File: config.mk
export PLATFORM = sky130hd
export DESIGN_NAME = mms_cell
export DESIGN_NICKNAME = d
export VERILOG_FILES = /design/src/design/mms_pkg.sv /design/src/design/mms_cell.sv
export SDC_FILE = /design/constraint.sdc
export NUM_CORES = 2
export LEC_CHECK = 0
export ABC_AREA = 1
export BUFFER_PORTS_ARGS = -buffer_cell sky130_fd_sc_hd__buf_2
export CORE_UTILIZATION = 60
export DETAILED_ROUTE_END_ITERATION = 16
export HOLD_SLACK_MARGIN = 0.12
export MAX_ROUTING_LAYER = met4
export PLACE_DENSITY = 0.77
export SLEW_MARGIN = 20
export SYNTH_ARGS = -nofsm -noshare
export SYNTH_HDL_FRONTEND = slang
export SYNTH_SLANG_ARGS = --single-unit
export TNS_END_PERCENT = 100
File: constraint.sdc
create_clock -name clk -period 12.7 [get_ports clk]
set_clock_uncertainty 0.15 [all_clocks]
set_input_delay 0.635 -clock clk [delete_from_list [all_inputs] [get_ports clk]]
set_output_delay 0.635 -clock clk [all_outputs]
set_load 0.05 [all_outputs]
File: src/design/mms_pkg.sv
// ----------------------------------------------------------------------------
// mms_pkg
// shared constants, types and state encoding for the square matrix product
// ----------------------------------------------------------------------------
package mms_pkg;

    localparam int MAX_DIM   = 4;
    localparam int FRAC_BITS = 16;
    localparam int DATA_W    = 32;
    localparam int IDX_W     = $clog2(MAX_DIM);
    localparam int CFG_W     = 3;
    localparam int CFG_IDX_W = 1;
    localparam int ACC_W     = 2 * DATA_W + $clog2(MAX_DIM);

    localparam logic [CFG_IDX_W-1:0] REG_DIMENSION   = 1'b0;
    localparam logic [CFG_IDX_W-1:0] REG_VECTOR_MODE = 1'b1;

    localparam logic [DATA_W-1:0] SAT_MAX = {1'b0, {(DATA_W-1){1'b1}}};
    localparam logic [DATA_W-1:0] SAT_MIN = {1'b1, {(DATA_W-1){1'b0}}};

    typedef enum logic [1:0] {
        ST_LOAD,
        ST_EMIT,
        ST_DRAIN
    } state_t;

    // operand write broadcast to the cells
    typedef struct packed {
        logic              write;
        logic              is_right;
        logic [IDX_W-1:0]  target;
        logic [IDX_W-1:0]  slot;
        logic [DATA_W-1:0] data;
    } load_t;

    // partial sum travelling down the chain
    typedef struct packed {
        logic                    valid;
        logic [IDX_W-1:0]        row;
        logic [IDX_W-1:0]        col;
        logic                    last;
        logic signed [ACC_W-1:0] psum;
    } token_t;

endpackage

File: src/design/mms_cell.sv
// ----------------------------------------------------------------------------
// mms_cell
// one inner-product term: holds column k of the left matrix and row k of the
// right operand, multiplies and adds onto the passing partial sum
// ----------------------------------------------------------------------------
module mms_cell (
    input  logic                       clk,
    input  logic                       rst_n,
    input  logic [mms_pkg::IDX_W-1:0]  cell_id,
    input  logic [mms_pkg::IDX_W-1:0]  dim_last,
    input  mms_pkg::load_t             load,
    input  mms_pkg::token_t            tok_in,
    output mms_pkg::token_t            tok_out
);

    logic [mms_pkg::DATA_W-1:0] left_reg  [mms_pkg::MAX_DIM];
    logic [mms_pkg::DATA_W-1:0] right_reg [mms_pkg::MAX_DIM];

    mms_pkg::token_t                      tok_mid_reg;
    mms_pkg::token_t                      tok_out_reg;
    logic signed [2*mms_pkg::DATA_W-1:0]  prod_reg;
    logic signed [2*mms_pkg::DATA_W-1:0]  prod_next;
    mms_pkg::token_t                      tok_out_next;
    logic                                 active;

    assign active = (cell_id <= dim_last);

    always_ff @(posedge clk)
    begin
        if (load.write && load.target == cell_id)
        begin
            if (load.is_right)
            begin
                right_reg[load.slot] <= load.data;
            end
            else
            begin
                left_reg[load.slot] <= load.data;
            end
        end
    end

    always_comb
    begin
        if (active)
        begin
            prod_next = $signed(left_reg[tok_in.row]) * $signed(right_reg[tok_in.col]);
        end
        else
        begin
            prod_next = '0;
        end
    end

    always_comb
    begin
        tok_out_next      = tok_mid_reg;
        tok_out_next.psum = tok_mid_reg.psum + mms_pkg::ACC_W'(prod_reg);
    end

    always_ff @(posedge clk or negedge rst_n)
    begin
        if (!rst_n)
        begin
            tok_mid_reg <= '0;
            tok_out_reg <= '0;
        end
        else
        begin
            tok_mid_reg <= tok_in;
            tok_out_reg <= tok_out_next;
        end
    end

    always_ff @(posedge clk)
    begin
        prod_reg <= prod_next;
    end

    assign tok_out = tok_out_reg;

endmodule

==> metrics.md <==
| Metric | Value |
|---|---|
| CP required | 13.10 ns |
| Largest net degree at the start of global routing | 74 |
| First-pass GRT wire length | 295500 um |
| Worst Path Max Fanout | 47 |
| Per-cell routed wire length | 23.67 um |
| Post-cts resize count | 0 |
| CTS Buffer Depth | 3 |
| #FFs+latches synth | 464 |
| Post-synth cell types | 45 |
| Slowest CP cell | inv_1 |
| Row count | 113 |
| Post-CTS Setup Inserts | 0 |
| Routability cong. | 1.017 |
| Core box area | 95290 um2 |
| Post-synth ARST share | 31.03% |
| Synth Area per Inst | 8.784 um2 |
| Status | complete, no violations |
| Worst path max stage delay | 0.77 ns |
| Syn Nets | 8044 |
| # setup viols final | 0 |
| Seq/Total Area, Yosys | 21.71% |
| Routed vias/inst | 5.737 |
| Hold Crit Class | primary input to flop |
| CTS tree | built |
| Initial DRC count | 4760 |
| Final antenna-violating net count | 0 |
| Minimum clock period | 10.34 ns |
| Post-synth EDFFs | 256 |
| DIE AREA | 97780 um2 |
| Critical path type | primary input to flop |
| Number of buffers added on ports | 187 |
| Root buffer cell | clkbuf_16 |
| DRC viols | 0 |
| Starting Density | 60.78% |
| Drt first pass iters | 7 |
| Total negative slack | 0 ns |
| Cells after synthesis | 6594 |
| Inserted Clock Buffers | 49 |
| Initial antenna violation count | 2 |
| Startpoint Class | primary input |
| Endpoints failing hold | 0 |
| Via count | 46.54k |
| Io pins | 188 |
| Final Cycle Share | 81.45% |
| Synthesized area | 57920 um2 |
| Peak Freq | 96.68 MHz |
| Clk slew on worst S/H paths | 0.06 ns |
| Clock Latency Late Sink | 0.66 ns |
| Final Routed Wirelength | 192000 um |
| Fillcell total | 7940 |
| CTS Sinks | 464 |
| Vias in the first global route | 48.99k |
| Slew HR | 19.12% |
| RSZ-0062 raised after global routing | no |
| Area grow syn2layout | 7.984% |
| Chip Width | 312.7 um |
| Final Net Count | 8252 |
| # H-tree levels | 2 |
| Remaining Overflow, GRT | 0 |
| Total track usage | 42.00% |
| Worst Path Arrival | 10.74 ns |
| Post-DP HPWL | 154000 um |
| Most used DFF post-synth | edfxtp_1 |
| Slew at the pin with the worst max-slew slack | 1.212 ns |
| Most used cell, CP | fa_1 |
| Layout cells sized above 1 | 7.058% |
| Warnings, synthesis | 0 |
| Max Cap Viol | 0 |
| Setup crit end kind | flop |
| Die Ht | 312.7 um |
| Fin. max-slew vios | 0 |
## final cells by class
| class | instances | area [um2] | area share [%] |
|---|---|---|---|
| multi-input cells | 4451 | 38760 | 61.97 |
| repair buffers | 344 | 2337 | 3.737 |
| well taps | 1265 | 1583 | 2.531 |
| diodes | 4 | 10.01 | 0.01600 |
| clock inverters | 28 | 336.6 | 0.5381 |
| flip-flops and latches | 464 | 12570 | 20.10 |
| clock buffers | 64 | 1343 | 2.147 |
| inverters | 1492 | 5602 | 8.956 |
## worst max-delay path, delay by kind of cell
| family | cells | cell delay [ns] |
|---|---|---|
| AOI/OAI and AO/OA | 3 | 1.38 |
| adders and majority gates | 9 | 4.50 |
| buffers and inverters | 9 | 2.67 |
| and+or+nand+nor | 9 | 1.49 |
## synth_stat cells (2+ instances only)
cell | count | area, um2
nand2_1 | 1553 | 5829
inv_1 | 1431 | 5371
fa_1 | 1083 | 21680
nor2_1 | 853 | 3202
a21oi_1 | 256 | 1281
edfxtp_1 | 256 | 7687
ha_1 | 251 | 3141
dfrtp_1 | 144 | 3603
buf_2 | 136 | 680.7
nand3_1 | 128 | 640.6
o21ai_0 | 84 | 420.4
dfxtp_1 | 64 | 1281
inv_2 | 60 | 225.2
xor2_1 | 34 | 297.8
a32oi_2 | 31 | 504.2
nor3_1 | 28 | 140.1
nand4_1 | 25 | 156.4
buf_6 | 21 | 236.5
o21bai_1 | 21 | 157.7
o21a_1 | 20 | 150.1
a32oi_4 | 19 | 523.0
buf_4 | 14 | 105.1
clkbuf_1 | 13 | 48.80
a32oi_1 | 12 | 105.1
nor2_4 | 8 | 90.09
xnor2_1 | 7 | 61.31
nand3b_1 | 6 | 45.04
nor4_1 | 6 | 37.54
a21o_1 | 3 | 22.52
buf_1 | 3 | 11.26
nand2_2 | 3 | 18.77
nand3_2 | 3 | 30.03
nor2_2 | 3 | 18.77
a21boi_0 | 2 | 15.01
a32o_1 | 2 | 20.02
and3_1 | 2 | 12.51
## logic make-up after synthesis
| family | share of synthesized area [%] |
|---|---|
| simple gates | 17.67 |
| buf+inv | 11.54 |
| fa+ha+maj | 42.85 |
| flops | 21.71 |
| compound gates | 5.614 |
| xor+xnor | 0.6200 |
## routing by layer
layer / share of wire [%] / track usage, %
met1: 38 / 53.74
met2: 46 / 64.44
met3: 11 / 9.342
met4: 5.6 / 18.77
met5: 0 / -
## cells in the final DEF (no fill, tap or decap), types with 6 or more instances in the layout
| cell | Yosys | final |
|---|---|---|
| a32oi_4 | 19 | 19 |
| inv_2 | 60 | 59 |
| dlygate4sd3_1 | 0 | 85 |
| o21a_1 | 20 | 20 |
| clkbuf_8 | 0 | 6 |
| o21bai_1 | 21 | 21 |
| edfxtp_1 | 256 | 256 |
| nand3_1 | 128 | 128 |
| clkbuf_1 | 13 | 9 |
| buf_4 | 14 | 71 |
| clkinv_2 | 0 | 6 |
| nand2_1 | 1553 | 1553 |
| nor2_4 | 8 | 8 |
| nor3_1 | 28 | 20 |
| clkbuf_16 | 0 | 49 |
| nor2_1 | 853 | 853 |
| o21ai_0 | 84 | 83 |
| dfrtp_1 | 144 | 144 |
| a21oi_1 | 256 | 256 |
| nand4_1 | 25 | 25 |
| nor3_2 | 0 | 8 |
| inv_1 | 1431 | 1431 |
| xnor2_1 | 7 | 7 |
| xor2_1 | 34 | 34 |
| buf_2 | 136 | 186 |
| clkinv_1 | 1 | 6 |
| a32oi_2 | 31 | 38 |
| nand3b_1 | 6 | 6 |
| fa_1 | 1083 | 1083 |
| ha_1 | 251 | 251 |
| nor4_1 | 6 | 6 |
| dfxtp_1 | 64 | 64 |
## metrics by stage
stage / std cells / hold slack (ns) / area (um2) / setup slack [ns] / util, %
finish: 8112 / 0.1382 / 62550 / 2.356 / 65.63
CTS: 8107 / 0.1216 / 62520 / 2.518 / 65.61
detailed placement: 7930 / 0.1864 / 59990 / 2.148 / 62.96
global placement: 7930 / 0.1814 / 59990 / 2.373 / 62.96
floorplan: 6594 / 0.1812 / 57920 / 4.468 / -
global route: 8110 / 0.1259 / 62540 / 1.868 / 65.63
## repair_timing
action	4_1_cts	5_1_grt
hold endpoints to repair	250	0
setup endpoints to repair	0	0
hold buffers	85	0
## worst paths after layout
| kind | slack (ns) | end | cells past startpoint | start |
|---|---|---|---|---|
| min in group asynchronous | 0.40 | tok_mid_reg[66] | 2 | rst_n |
| hold reg to reg | 0.20 | tok_out[68] | 0 | tok_mid_reg[68] |
| setup / recovery | 2.36 | prod_reg[50] | 30 | tok_in[68] |
| setup reg to reg | 3.23 | prod_reg[54] | 26 | right_reg[1][5] |
| max in group asynchronous | 10.57 | tok_mid_reg[57] | 3 | rst_n |
| hold / removal | 0.14 | right_reg[1][27] | 1 | load[27] |
Power is not shown: default switching activity piles up to over one toggle a cycle in this logic, so the estimate is an artifact.
